$ cat src/design/lrupr_pkg.sv
// Shared types and constants for the LRU page replacement block.
`timescale 1ns / 1ps

package lrupr_pkg;

  // Default sizes, handed to the top-level parameters.
  localparam int FRAMES_DEF    = 16;
  localparam int PAGE_BITS_DEF = 20;

  // Configuration register.
  localparam int                 CFG_W             = 5;
  localparam logic [CFG_W-1:0]   FRAMES_IN_USE_RST = 5'd16;

  // Fixed result field widths.
  localparam int FRAME_FIELD_W = 4;
  localparam int EVICT_FIELD_W = 20;
  localparam int FAULT_W       = 32;

  // Depth of the queue between the front and the back.
  localparam int QUEUE_DEPTH = 2;

  // Back-end sequencer states.
  typedef enum logic {
    ST_SEARCH,
    ST_APPLY
  } lrupr_state_t;

  // One result transaction.
  typedef struct packed {
    logic                     hit;
    logic [FRAME_FIELD_W-1:0] frame_used;
    logic                     evicted_valid;
    logic [EVICT_FIELD_W-1:0] evicted_page;
    logic [FAULT_W-1:0]       fault_total;
  } lrupr_result_t;

endpackage

$ cat src/design/lru_page_replacement.sv
// Top level of the LRU page replacement block: ports, frame-count register and wiring.
`timescale 1ns / 1ps

// Channel   Direction  Signals                      Contents
// s_*       in         s_tvalid s_tready s_tdata    page_number
// m_*       out        m_tvalid m_tready m_tdata    frame_used, evicted_page, fault_total
//                      m_tuser                      hit, evicted_valid
// cfg_*     in         cfg_we cfg_wdata             frames_in_use
//
// Each reference passes through the back-end states ST_SEARCH, for the parallel tag compare,
// empty-frame search and oldest-frame tree, and ST_APPLY, for the rank and table update.
// A two-entry queue decouples input acceptance from the back end, and a result
// register lets the next reference be searched while a result waits.
// Reset is synchronous and clears the queue, valid bits, ranks and fault counter at once.

module lru_page_replacement #(
  parameter int FRAMES    = lrupr_pkg::FRAMES_DEF,
  parameter int PAGE_BITS = lrupr_pkg::PAGE_BITS_DEF
) (
  input  logic                            clk,
  input  logic                            rst,
  input  logic                            cfg_we,
  input  logic [lrupr_pkg::CFG_W-1:0]     cfg_wdata,   // frames_in_use
  input  logic                            s_tvalid,
  output logic                            s_tready,
  input  logic [((PAGE_BITS+7)/8)*8-1:0]  s_tdata,     // page_number
  output logic                            m_tvalid,
  input  logic                            m_tready,
  output logic [55:0]                     m_tdata,     // frame_used, evicted_page, fault_total
  output logic [1:0]                      m_tuser      // hit, evicted_valid
);

  localparam int NW = ($clog2(FRAMES + 1) > lrupr_pkg::CFG_W) ?
                      $clog2(FRAMES + 1) : lrupr_pkg::CFG_W;

  logic [lrupr_pkg::CFG_W-1:0] frames_in_use;
  logic [NW-1:0]               active_n;
  logic                        head_valid;
  logic [PAGE_BITS-1:0]        head_page;
  logic                        pop;
  lrupr_pkg::lrupr_result_t    result;

  // Frame-count register.
  always_ff @(posedge clk) begin
    if (rst) begin
      frames_in_use <= lrupr_pkg::FRAMES_IN_USE_RST;
    end else if (cfg_we) begin
      frames_in_use <= cfg_wdata;
    end
  end

  // Zero acts as one frame, values above the table size as the full table.
  always_comb begin
    if (frames_in_use == '0) begin
      active_n = NW'(1);
    end else if (NW'(frames_in_use) > NW'(FRAMES)) begin
      active_n = NW'(FRAMES);
    end else begin
      active_n = NW'(frames_in_use);
    end
  end

  lrupr_front #(
    .PAGE_BITS (PAGE_BITS)
  ) u_front (
    .clk        (clk),
    .rst        (rst),
    .in_valid   (s_tvalid),
    .in_ready   (s_tready),
    .in_page    (s_tdata[PAGE_BITS-1:0]),
    .head_valid (head_valid),
    .head_page  (head_page),
    .pop        (pop)
  );

  lrupr_back #(
    .FRAMES    (FRAMES),
    .PAGE_BITS (PAGE_BITS),
    .NW        (NW)
  ) u_back (
    .clk        (clk),
    .rst        (rst),
    .active_n   (active_n),
    .head_valid (head_valid),
    .head_page  (head_page),
    .pop        (pop),
    .out_ready  (m_tready),
    .out_valid  (m_tvalid),
    .out_result (result)
  );

  // Result packing.
  assign m_tdata = {result.fault_total, result.evicted_page, result.frame_used};
  assign m_tuser = {result.evicted_valid, result.hit};

endmodule

$ cat src/design/lrupr_front.sv
// Front end: accepts page references into a short queue for the back end.
`timescale 1ns / 1ps

module lrupr_front #(
  parameter int PAGE_BITS = lrupr_pkg::PAGE_BITS_DEF
) (
  input  logic                 clk,
  input  logic                 rst,
  input  logic                 in_valid,
  output logic                 in_ready,
  input  logic [PAGE_BITS-1:0] in_page,
  output logic                 head_valid,
  output logic [PAGE_BITS-1:0] head_page,
  input  logic                 pop
);

  localparam int PW = $clog2(lrupr_pkg::QUEUE_DEPTH);
  localparam int CW = $clog2(lrupr_pkg::QUEUE_DEPTH + 1);

  logic [PAGE_BITS-1:0] queue_mem [lrupr_pkg::QUEUE_DEPTH];
  logic [PW-1:0]        wr_ptr;
  logic [PW-1:0]        rd_ptr;
  logic [CW-1:0]        count;
  logic                 push;
  logic                 take;

  // Handshake on both sides of the queue.
  assign in_ready   = (count != CW'(lrupr_pkg::QUEUE_DEPTH));
  assign push       = in_valid && in_ready;
  assign head_valid = (count != '0);
  assign take       = pop && head_valid;
  assign head_page  = queue_mem[rd_ptr];

  // Queue storage.
  always_ff @(posedge clk) begin
    if (push) begin
      queue_mem[wr_ptr] <= in_page;
    end
  end

  // Pointers and fill level.
  always_ff @(posedge clk) begin
    if (rst) begin
      wr_ptr <= '0;
      rd_ptr <= '0;
      count  <= '0;
    end else begin
      if (push) begin
        wr_ptr <= wr_ptr + PW'(1);
      end
      if (take) begin
        rd_ptr <= rd_ptr + PW'(1);
      end
      if (push && !take) begin
        count <= count + CW'(1);
      end else if (take && !push) begin
        count <= count - CW'(1);
      end
    end
  end

endmodule

$ cat src/design/lrupr_back.sv
// Back end: frame table, recency ranks, fault counter and result register.
`timescale 1ns / 1ps

module lrupr_back #(
  parameter int FRAMES    = lrupr_pkg::FRAMES_DEF,
  parameter int PAGE_BITS = lrupr_pkg::PAGE_BITS_DEF,
  parameter int NW        = 7
) (
  input  logic                     clk,
  input  logic                     rst,
  input  logic [NW-1:0]            active_n,
  input  logic                     head_valid,
  input  logic [PAGE_BITS-1:0]     head_page,
  output logic                     pop,
  input  logic                     out_ready,
  output logic                     out_valid,
  output lrupr_pkg::lrupr_result_t out_result
);

  localparam int              IW       = $clog2(FRAMES);
  localparam int              P        = 2 ** IW;
  localparam logic [IW-1:0]   RANK_MAX = IW'(FRAMES - 1);

  // Frame table state.
  logic [PAGE_BITS-1:0] frame_page   [FRAMES];
  logic                 frame_valid  [FRAMES];
  logic [IW-1:0]        recency_rank [FRAMES];
  logic [lrupr_pkg::FAULT_W-1:0] fault_counter;
  logic [lrupr_pkg::FAULT_W-1:0] fault_next;

  // Sequencer.
  lrupr_pkg::lrupr_state_t state;
  lrupr_pkg::lrupr_state_t state_next;
  logic                    apply;

  // Search results held for the update cycle.
  logic                 hit_q;
  logic                 ev_q;
  logic [IW-1:0]        target_q;
  logic [PAGE_BITS-1:0] page_q;
  logic [IW-1:0]        hit_rank;

  // Search logic.
  logic          match_found;
  logic [IW-1:0] match_idx;
  logic          empty_found;
  logic [IW-1:0] empty_idx;
  logic [IW-1:0] node_rank [2*P-1];
  logic [IW-1:0] node_idx  [2*P-1];

  // Lowest active frame that holds the page, and lowest active empty frame.
  always_comb begin
    match_found = 1'b0;
    match_idx   = '0;
    empty_found = 1'b0;
    empty_idx   = '0;
    for (int k = FRAMES - 1; k >= 0; k--) begin
      if (NW'(k) < active_n) begin
        if (frame_valid[k] && (frame_page[k] == head_page)) begin
          match_found = 1'b1;
          match_idx   = IW'(k);
        end
        if (!frame_valid[k]) begin
          empty_found = 1'b1;
          empty_idx   = IW'(k);
        end
      end
    end
  end

  // Oldest-frame tree; inactive frames enter with rank zero and ties keep the lower index.
  for (genvar i = 0; i < P; i++) begin : g_leaf
    if (i < FRAMES) begin : g_real
      assign node_rank[P-1+i] = (NW'(i) < active_n) ? recency_rank[i] : '0;
    end else begin : g_pad
      assign node_rank[P-1+i] = '0;
    end
    assign node_idx[P-1+i] = IW'(i);
  end

  for (genvar j = 0; j < P - 1; j++) begin : g_node
    assign node_rank[j] = (node_rank[2*j+2] > node_rank[2*j+1]) ?
                          node_rank[2*j+2] : node_rank[2*j+1];
    assign node_idx[j]  = (node_rank[2*j+2] > node_rank[2*j+1]) ?
                          node_idx[2*j+2] : node_idx[2*j+1];
  end

  // Next state.
  always_comb begin
    state_next = state;
    unique case (state)
      lrupr_pkg::ST_SEARCH: begin
        if (head_valid) begin
          state_next = lrupr_pkg::ST_APPLY;
        end
      end
      lrupr_pkg::ST_APPLY: begin
        if (!out_valid || out_ready) begin
          state_next = lrupr_pkg::ST_SEARCH;
        end
      end
      default: state_next = lrupr_pkg::ST_SEARCH;
    endcase
  end

  // Sequencer outputs.
  always_comb begin
    pop   = 1'b0;
    apply = 1'b0;
    unique case (state)
      lrupr_pkg::ST_SEARCH: pop   = head_valid;
      lrupr_pkg::ST_APPLY:  apply = !out_valid || out_ready;
      default: begin
        pop   = 1'b0;
        apply = 1'b0;
      end
    endcase
  end

  always_ff @(posedge clk) begin
    if (rst) begin
      state <= lrupr_pkg::ST_SEARCH;
    end else begin
      state <= state_next;
    end
  end

  // Capture the classification of the reference at the head of the queue.
  always_ff @(posedge clk) begin
    if (pop) begin
      page_q <= head_page;
      hit_q  <= match_found;
      ev_q   <= !match_found && !empty_found;
      if (match_found) begin
        target_q <= match_idx;
      end else if (empty_found) begin
        target_q <= empty_idx;
      end else begin
        target_q <= node_idx[0];
      end
    end
  end

  assign hit_rank   = recency_rank[target_q];
  assign fault_next = (!hit_q && (fault_counter != '1)) ?
                      fault_counter + lrupr_pkg::FAULT_W'(1) : fault_counter;

  // Frame table update: target made most recent; others age, on a hit only newer ones.
  always_ff @(posedge clk) begin
    if (rst) begin
      for (int k = 0; k < FRAMES; k++) begin
        frame_valid[k]  <= 1'b0;
        recency_rank[k] <= '0;
      end
      fault_counter <= '0;
    end else if (apply) begin
      for (int k = 0; k < FRAMES; k++) begin
        if ((NW'(k) < active_n) && frame_valid[k] && (IW'(k) != target_q)) begin
          if ((!hit_q || (recency_rank[k] < hit_rank)) && (recency_rank[k] != RANK_MAX)) begin
            recency_rank[k] <= recency_rank[k] + IW'(1);
          end
        end
      end
      recency_rank[target_q] <= '0;
      frame_valid[target_q]  <= 1'b1;
      fault_counter          <= fault_next;
    end
  end

  always_ff @(posedge clk) begin
    if (apply) begin
      frame_page[target_q] <= page_q;
    end
  end

  // Result register.
  always_ff @(posedge clk) begin
    if (rst) begin
      out_valid <= 1'b0;
    end else if (apply) begin
      out_valid <= 1'b1;
    end else if (out_ready) begin
      out_valid <= 1'b0;
    end
  end

  always_ff @(posedge clk) begin
    if (apply) begin
      out_result.hit           <= hit_q;
      out_result.frame_used    <= lrupr_pkg::FRAME_FIELD_W'(target_q);
      out_result.evicted_valid <= ev_q;
      out_result.evicted_page  <= ev_q ?
                                  lrupr_pkg::EVICT_FIELD_W'(frame_page[target_q]) : '0;
      out_result.fault_total   <= fault_next;
    end
  end

`ifndef SYNTH
  // The frame just written holds a page afterwards.
  a_target_valid: assert property (@(posedge clk) disable iff (rst)
    apply |=> frame_valid[$past(target_q)])
    else $error("updated frame not marked valid");

  // A hit never reports an eviction.
  a_hit_no_evict: assert property (@(posedge clk) disable iff (rst)
    out_valid |-> !(out_result.hit && out_result.evicted_valid))
    else $error("hit result carries an eviction");

  // A fault below saturation counts by exactly one.
  a_fault_count: assert property (@(posedge clk) disable iff (rst)
    (apply && !hit_q && (fault_counter != '1)) |=>
      (fault_counter == $past(fault_counter) + lrupr_pkg::FAULT_W'(1)))
    else $error("fault counter did not advance");

  // A new reference is taken only when no update is pending.
  a_pop_idle: assert property (@(posedge clk) disable iff (rst)
    apply |-> !pop)
    else $error("reference taken during update");
`endif

endmodule
$ cat config.mk
export PLATFORM = sky130hd
export DESIGN_NAME = lru_page_replacement
export DESIGN_NICKNAME = d
export VERILOG_FILES = /design/src/design/lrupr_pkg.sv /design/src/design/lru_page_replacement.sv /design/src/design/lrupr_front.sv /design/src/design/lrupr_back.sv
export SDC_FILE = /design/constraint.sdc
export NUM_CORES = 1
export LEC_CHECK = 0
export BUFFER_PORTS_ARGS = -buffer_cell sky130_fd_sc_hd__buf_2
export CELL_PAD_IN_SITES_DETAIL_PLACEMENT = 1
export CELL_PAD_IN_SITES_GLOBAL_PLACEMENT = 1
export CORE_UTILIZATION = 40
export CTS_BUF_LIST = sky130_fd_sc_hd__clkbuf_4
export DETAILED_ROUTE_END_ITERATION = 8
export GPL_ROUTABILITY_DRIVEN = 0
export PLACE_DENSITY = 0.71
export SYNTH_ARGS = -nofsm -noshare
export SYNTH_HDL_FRONTEND = slang
export SYNTH_SLANG_ARGS = --single-unit
export TNS_END_PERCENT = 100
$ cat constraint.sdc
create_clock -name clk -period 18.7 [get_ports clk]
set_input_delay 0.935 -clock clk [delete_from_list [all_inputs] [get_ports clk]]
set_output_delay 0.935 -clock clk [all_outputs]
set_load 0.02 [all_outputs]
* Word-level counts from Yosys, hierarchy flattened
Memory sizes are Yosys's and may differ from the RTL's. A register that Yosys moved wholly into a read port is not among the register bits.
Cells that the tools add are included.
** Storage, ports and cells
- Register bits after elaboration :: 107
- Bits in writable memories :: 440
- Input port bits :: 34
- Memories :: 4
** Memories
- u_back.frame_page :: words 16, bits a word 20, rd ports 17, clocked after Yosys merged registers in 1, wr ports 1, line lrupr_back.sv:25 : logic [PAGE_BITS-1:0] frame_page [FRAMES];
- u_back.recency_rank :: words 16, bits a word 4, rd ports 17, clocked after Yosys merged registers in 1, wr ports 17, line lrupr_back.sv:27 : logic [IW-1:0] recency_rank [FRAMES];
- u_front.queue_mem :: words 2, bits a word 20, rd ports 1, clocked after Yosys merged registers in 1, wr ports 1, line lrupr_front.sv:20 : logic [PAGE_BITS-1:0] queue_mem [lrupr_pkg::QUEUE_DEPTH];
- u_back.frame_valid :: words 16, bits a word 1, rd ports 16, clocked after Yosys merged registers in 0, wr ports 16, line lrupr_back.sv:26 : logic frame_valid [FRAMES];
** Cells by class
- Add/subtract/negate cells :: 21
- Order comparisons :: 48
- Eq/ne operators :: 49
- Mux-type cells :: 297
- Bitwise logic cells :: 17
- Reduce and logical (&&, ||, !) cells :: 100
** Operators by type and width (number)
- $mux W4 :: 115
- $eq A20 B20 Y1 :: 16
- $mux W1 :: 170
- $logic_and A1 B1 Y1 :: 70
- $add A4 B1 Y4 const B :: 16
- $lt A4 B4 Y1 :: 16
- $ne A4 B4 Y1 const B :: 16
- $gt A4 B4 Y1 :: 15
- $lt A4 B5 Y1 const A :: 8
- $add A32 B1 Y32 const B :: 1
- $mux W32 :: 1
- $ne A32 B32 Y1 const B :: 1
- $ne A4 B4 Y1 const A :: 8
- $lt A3 B5 Y1 const A :: 4
- $logic_or A1 B1 Y1 :: 17
- $ne A3 B4 Y1 const A :: 4
- $or A1 B1 Y1 :: 16
- $mux W2 :: 6
- $lt A1 B5 Y1 const A :: 2
- $lt A2 B5 Y1 const A :: 2
- $mux W5 :: 2
- $ne A2 B4 Y1 const A :: 2
- $logic_not A1 Y1 :: 7
- $mux W3 :: 2
- 12 further kinds :: 15

* Logic depth before layout (Yosys ltp)
- Word-level depth :: 38
- Mapped depth :: 38
- Mapped depth without buffers :: 35

* By module
From an unflattened synthesis, not the netlist that was laid out.
** Unflattened totals
- Cell total of the unflattened synthesis :: 2542
- Area total of the unflattened synthesis :: 31223.7 um^2
** Modules (own cells, without submodules)
- lrupr_back :: instances 1, cells an instance 2433, area an instance 29351.9 um^2
- lrupr_front :: instances 1, cells an instance 86, area an instance 1659.1 um^2
- lru_page_replacement :: instances 1, cells an instance 23, area an instance 212.7 um^2

* Worst setup path after synthesis
OpenSTA, ideal clock, no wires.
- Kind :: reg-to-reg
- Start point :: register frames_in_use[3] (netlist bit)
- End point :: register u_back.target_q[0], data pin
- Library setup time :: 0.270 ns
- Data arrival time :: 6.685 ns
- Required time :: 18.430 ns
- Path slack :: 11.745 ns
- Cell stages (with the launch flop) :: 36
- Period minus slack after synthesis :: 6.955 ns
- Path through :: dfxtp_1 -> clkbuf_1 -> inv_1 -> o21ai_0 -> clkbuf_1 -> nand2_1 -> ha_1 -> a21oi_1 -> a21boi_0 -> o21ai_1 -> o21ai_0 -> ha_1 -> nor2_1 -> nand3_1 -> a311o_1 -> o311a_1 -> and2_1 -> o21ai_0 -> ha_1 -> nor2b_1 -> o21a_1 -> o21a_1 -> o21a_1 -> buf_1 -> nand2_1 -> o21ai_0 -> ha_1 -> nor2b_1 -> o21a_1 -> o21a_1 -> o21ai_0 -> nor3b_1 -> nand2_1 -> a21oi_1 -> nor4_1 -> nor2_1
** Between the ends
- Cells in the longest elaborated chain, start to end :: 37
** RTL lines
- start: declaration :: line lru_page_replacement.sv:36 : logic [lrupr_pkg::CFG_W-1:0] frames_in_use;
- start signal: assignment :: line lru_page_replacement.sv:46 : frames_in_use <= lrupr_pkg::FRAMES_IN_USE_RST;
- start signal: assignment :: line lru_page_replacement.sv:48 : frames_in_use <= cfg_wdata;
- $gt A5 B5 Y1 :: line lru_page_replacement.sv:56 : end else if (NW'(frames_in_use) > NW'(FRAMES)) begin
- $mux W5 :: line lru_page_replacement.sv:56
- $mux W5 (*) :: line lru_page_replacement.sv:54 : if (frames_in_use == '0) begin
- $lt A4 B5 Y1 :: line lrupr_back.sv:58, lrupr_back.sv:74
- $mux W4 or $mux W1 (tied branches) :: line lrupr_back.sv:58 : if (NW'(k) < active_n) begin
- $mux W4 or $mux W1 (tied branches) :: line lrupr_back.sv:63 : if (!frame_valid[k]) begin
- $mux W4 or $mux W1 (tied branches) :: line lrupr_back.sv:58
- $mux W4 or $mux W1 (tied branches) :: line lrupr_back.sv:63
- [... 21 more ...]
- $mux W4 or $mux W1 (tied branches) :: line lrupr_back.sv:63
- $mux W4 or $mux W1 (tied branches) :: line lrupr_back.sv:58
- $mux W4 or $mux W1 (tied branches) :: line lrupr_back.sv:63
- $mux W4 or $mux W1 (tied branches) :: line lrupr_back.sv:58
- $mux W4 or $mux W1 (tied branches) :: line lrupr_back.sv:63
- $mux W4 or $mux W1 (tied branches) :: line lrupr_back.sv:58
- $mux W4 :: line lrupr_back.sv:136 : end else if (empty_found) begin
- $mux W4 (*) :: line lrupr_back.sv:134 : if (match_found) begin
- end signal: assignment :: line lrupr_back.sv:135 : target_q <= match_idx;
- end signal: assignment :: line lrupr_back.sv:137 : target_q <= empty_idx;
- end signal: assignment :: line lrupr_back.sv:139 : target_q <= node_idx[0];
- end: declaration :: line lrupr_back.sv:39 : logic [IW-1:0] target_q;
Every way passes the cells marked *; elsewhere a longest branch is shown, timed or not.
A chain may end at the register's enable or synchronous reset.

* Worst setup path in the final report
Ends and elaborated chain as after synthesis.

==> results.yml <==
run_status:
  run_status: "finished with violations"
  violations_in_the_final_reports: "capacitance limit"
sta:
  tightest_slew_ns: 1.47
  hold_viol_final: 0
  post-route-worst-setup-slack_ns: 9.76
  post-route-period-util: 0.478
  final_period_minus_worst_setup_slack_ns: 8.94
  timing_limited_maximum_frequency_mhz: 112
  max_slew_margin: 0.0130
  setup-violations-final: 0
  slew_violations: 0
  final.setup.tns_ns: 0
  grt_setup_unrepaired: "false"
  clock_skew_ns: 0.0627
yosys:
  number_of_enable_flip_flop_cells_after_synthesis: 444
  synth-seq-area-share: 0.511
  cell_taking_the_most_area_after_synthesis: "edfxtp_1"
  average_cell_area_after_synthesis_um2: 12.4
  netlist-cell-type-count: 74
  post_synth_main_area_contributors: "edfxtp_1 (43%), xnor2_1 (9.7%), mux4_2 (8.7%)"
  synthesis.area_um2: 31100
  postSynthRegisterBits: 572
  postSynth.topFlopCell: "edfxtp_1"
  synthesis.nets: 2666
  ys_async_sr_fraction: 0
  netlist_instances: 2508
  yosys_warnings: 0
  synth.top_cell.area_share: 0.429
detailed_routing:
  firstDrtPassIters: 5
  first_iter_violations: 2349
  vias_per_cell: 5.98
  total_wirelength_of_the_detailed_routed_design_mm: 108
  detail_route.drc_violations: 0
  drtAntennaViolNets: 0
  route.vias.total: 23100
  routedWlPerCell_um: 28.0
setup_path:
  crit_path_end_kind: "flop"
  worst-r2r-setup-slack_ns: 9.76
  cp_num_buf_inv: 2
  timing.critical_path.arrival_ns: 9.67
  path_depth: 32
  crit_path_start: "frames_in_use[3]$_SDFFE_PP0P_"
  worst_ep_required_time_ns: 19.43
  timing.setup.critical_path_class: "flop to flop"
  startpoint_type: "flop"
  worst-path-max-fanout: 14
  delay_of_the_slowest_cell_on_the_worst_path_ns: 0.69
  worstRegToRegCells: 32
  critPathTopFamily: "compound AO/OA/AOI/OAI gates"
  timing.critical_path.slowest_stage_cell: "dfxtp_1"
  reg2reg_from: "frames_in_use[3]$_SDFFE_PP0P_"
place:
  hpwlAfterDp_mm: 76.9
  dp_worst_setup_slack_ns: 10.07
  io_buffers: 89
  placed_cells: 3573
min_path:
  timing.hold.worst.class: "input pin to flop"
  hp-start: "s_tdata[6]"
  holdPathStages: 1
layout:
  syn_to_final_growth_pct: 11.8
  nets: 2860
  layout-drive-gt1-share: 0.198
  utilization: 0.455
  final_cell_count_no_fill: 3856
  fillers: 8109
grt:
  grt_pass1_vias: 24000
  grt_overflow: 0
  groute.usage.overall: 0.277
  first_pass_grt_wire_length_mm: 158
  maximum_number_of_pins_on_one_net_before_global_route_repair: 61
  antenna_found_initial: 3
floorplanning:
  initial_cell_density_of_the_core: 0.407
  die_h_um: 281
  design.die.area_um2: 78900
  row_count: 101
  core_area_um2: 76500
  count_of_pins_on_the_block_boundary: 94
  chip_width_um: 281
power_and_ir_drop:
  power_density_nw_per_um2: 126
  p_leak_nw: 11.7
  max_rail_drop_vdd_mv: 0.0892
clock_tree:
  tritoncts_clock_tree: "built"
  post-cts-setup-buffers: 0
  cts-htree-levels: 4
  post_cts_resized: 0
  clkSinkCount: 572
  cts_buffer_depth: 3
  cts.hold.buffers_added: 0
  cts.clk_slew.worst_paths_ns: 0.06
  clk_latency_ns: 1.04
  cts_root_buf: "clkbuf_4"
  number_of_buffers_created_by_cts: 157
job:
  timing.max_cap.violations: 1
routing by layer:
layer	GRT usage	vias to the layer above	wire length, um
li1	-	9876	-
met1	0.341	11800	42100
met2	0.446	1129	50900
met3	0.0678	298	9200
met4	0.155	2	5840
met5	0	-	13
cells by family after synthesis:
group	Yosys count	share of synthesized area
AND/OR/NAND/NOR	769	0.124
flip-flops	572	0.511
XOR/XNOR	428	0.121
AO/OA/AOI/OAI	268	0.0574
multiplexers	182	0.115
buffers and inverters	165	0.0218
adder cells (fa/ha/maj)	124	0.0499
cells in the mapped netlist, drive strengths merged, types with 7 or more instances:
cell	n
xnor2	345
nand2	175
nor3	44
and3	7
nand2b	22
nand4	59
a311oi	12
o211ai	7
dfxtp	128
edfxtp	444
clkbuf	51
or3	11
nor2b	18
xor2	83
or2	9
buf	40
o2111ai	7
inv	73
a21oi	54
and2	39
nor2	197
a31oi	22
nor4	103
o21ai	66
nand3	46
or4	21
a21o	32
ha	124
mux4	120
mux2i	56
o21a	15
worst paths after layout:
path                                                           to
worst min-delay path            u_front.queue_mem[1][6]$_DFFE_PP_
worst max register to register       u_back.target_q[0]$_DFFE_PP_
worst min register to register      u_back.out_valid$_SDFFE_PP0P_
worst max-delay path                 u_back.target_q[0]$_DFFE_PP_
state kept, by name (all words and copies together), names as in the netlist, named ones only:
name / flops
frames_in_use: 5
u_back.ev_q: 1
u_back.fault_counter: 32
u_back.frame_page: 320
u_back.frame_valid: 16
u_back.hit_q: 1
u_back.out_result: 58
u_back.out_valid: 1
u_back.page_q: 20
u_back.recency_rank: 64
u_back.state: 1
u_back.target_q: 4
u_front.count: 2
u_front.queue_mem: 40
u_front.rd_ptr: 1
u_front.wr_ptr: 1
cell type report:
class | count | area, um2 | share of cell area
flip-flops and latches | 572 | 15900 | 0.457
inverters | 74 | 280 | 0.00806
repair buffers | 126 | 723 | 0.0208
well taps | 1030 | 1290 | 0.0371
multi-input cells | 1771 | 14600 | 0.420
clock inverters | 54 | 277 | 0.00796
diodes | 3 | 7.51 | 0.000216
clock buffers | 226 | 1700 | 0.0488
where the power goes:
part	total [mW]	switching [mW]	internal, mW
clock	1.14	0.563	0.573
combinational	1.43	0.932	0.500
sequential	1.82	0.181	1.64
placed cells by master (no fill, tap or decap), drive strengths merged, types with 5 or more instances in the layout:
cell type	synthesis	routed
a21o	32	32
a21oi	54	54
a311oi	12	12
a31o	5	5
a31oi	22	22
and2	39	39
and3	7	7
buf	40	126
clkbuf	51	226
clkinv	1	46
dfxtp	128	128
edfxtp	444	444
ha	124	124
inv	73	79
mux2	6	6
mux2i	56	56
mux4	120	120
nand2	175	175
nand2b	22	22
nand3	46	46
nand4	59	59
nor2	197	197
nor2b	18	18
nor3	44	44
nor3b	6	6
nor4	103	103
o2111ai	7	7
o211ai	7	7
o21a	15	15
o21ai	66	66
o31ai	6	6
or2	9	9
or3	11	11
or4	21	21
xnor2	345	345
xor2	83	83
through the flow:
step / instance area, um2 / hold slack, ns / total power [mW]
2_1_floorplan: 31100 / 0.424 / 2.67
3_3_place_gp: 32800 / 0.492 / 3.20
3_5_place_dp: 32800 / 0.498 / 3.24
4_1_cts: 34700 / 0.0161 / 4.38
5_1_grt: 34800 / 0.0454 / 4.54
6_report: 34800 / 0.108 / 4.39
No activity file was read; power rests on OpenSTA's default activity.
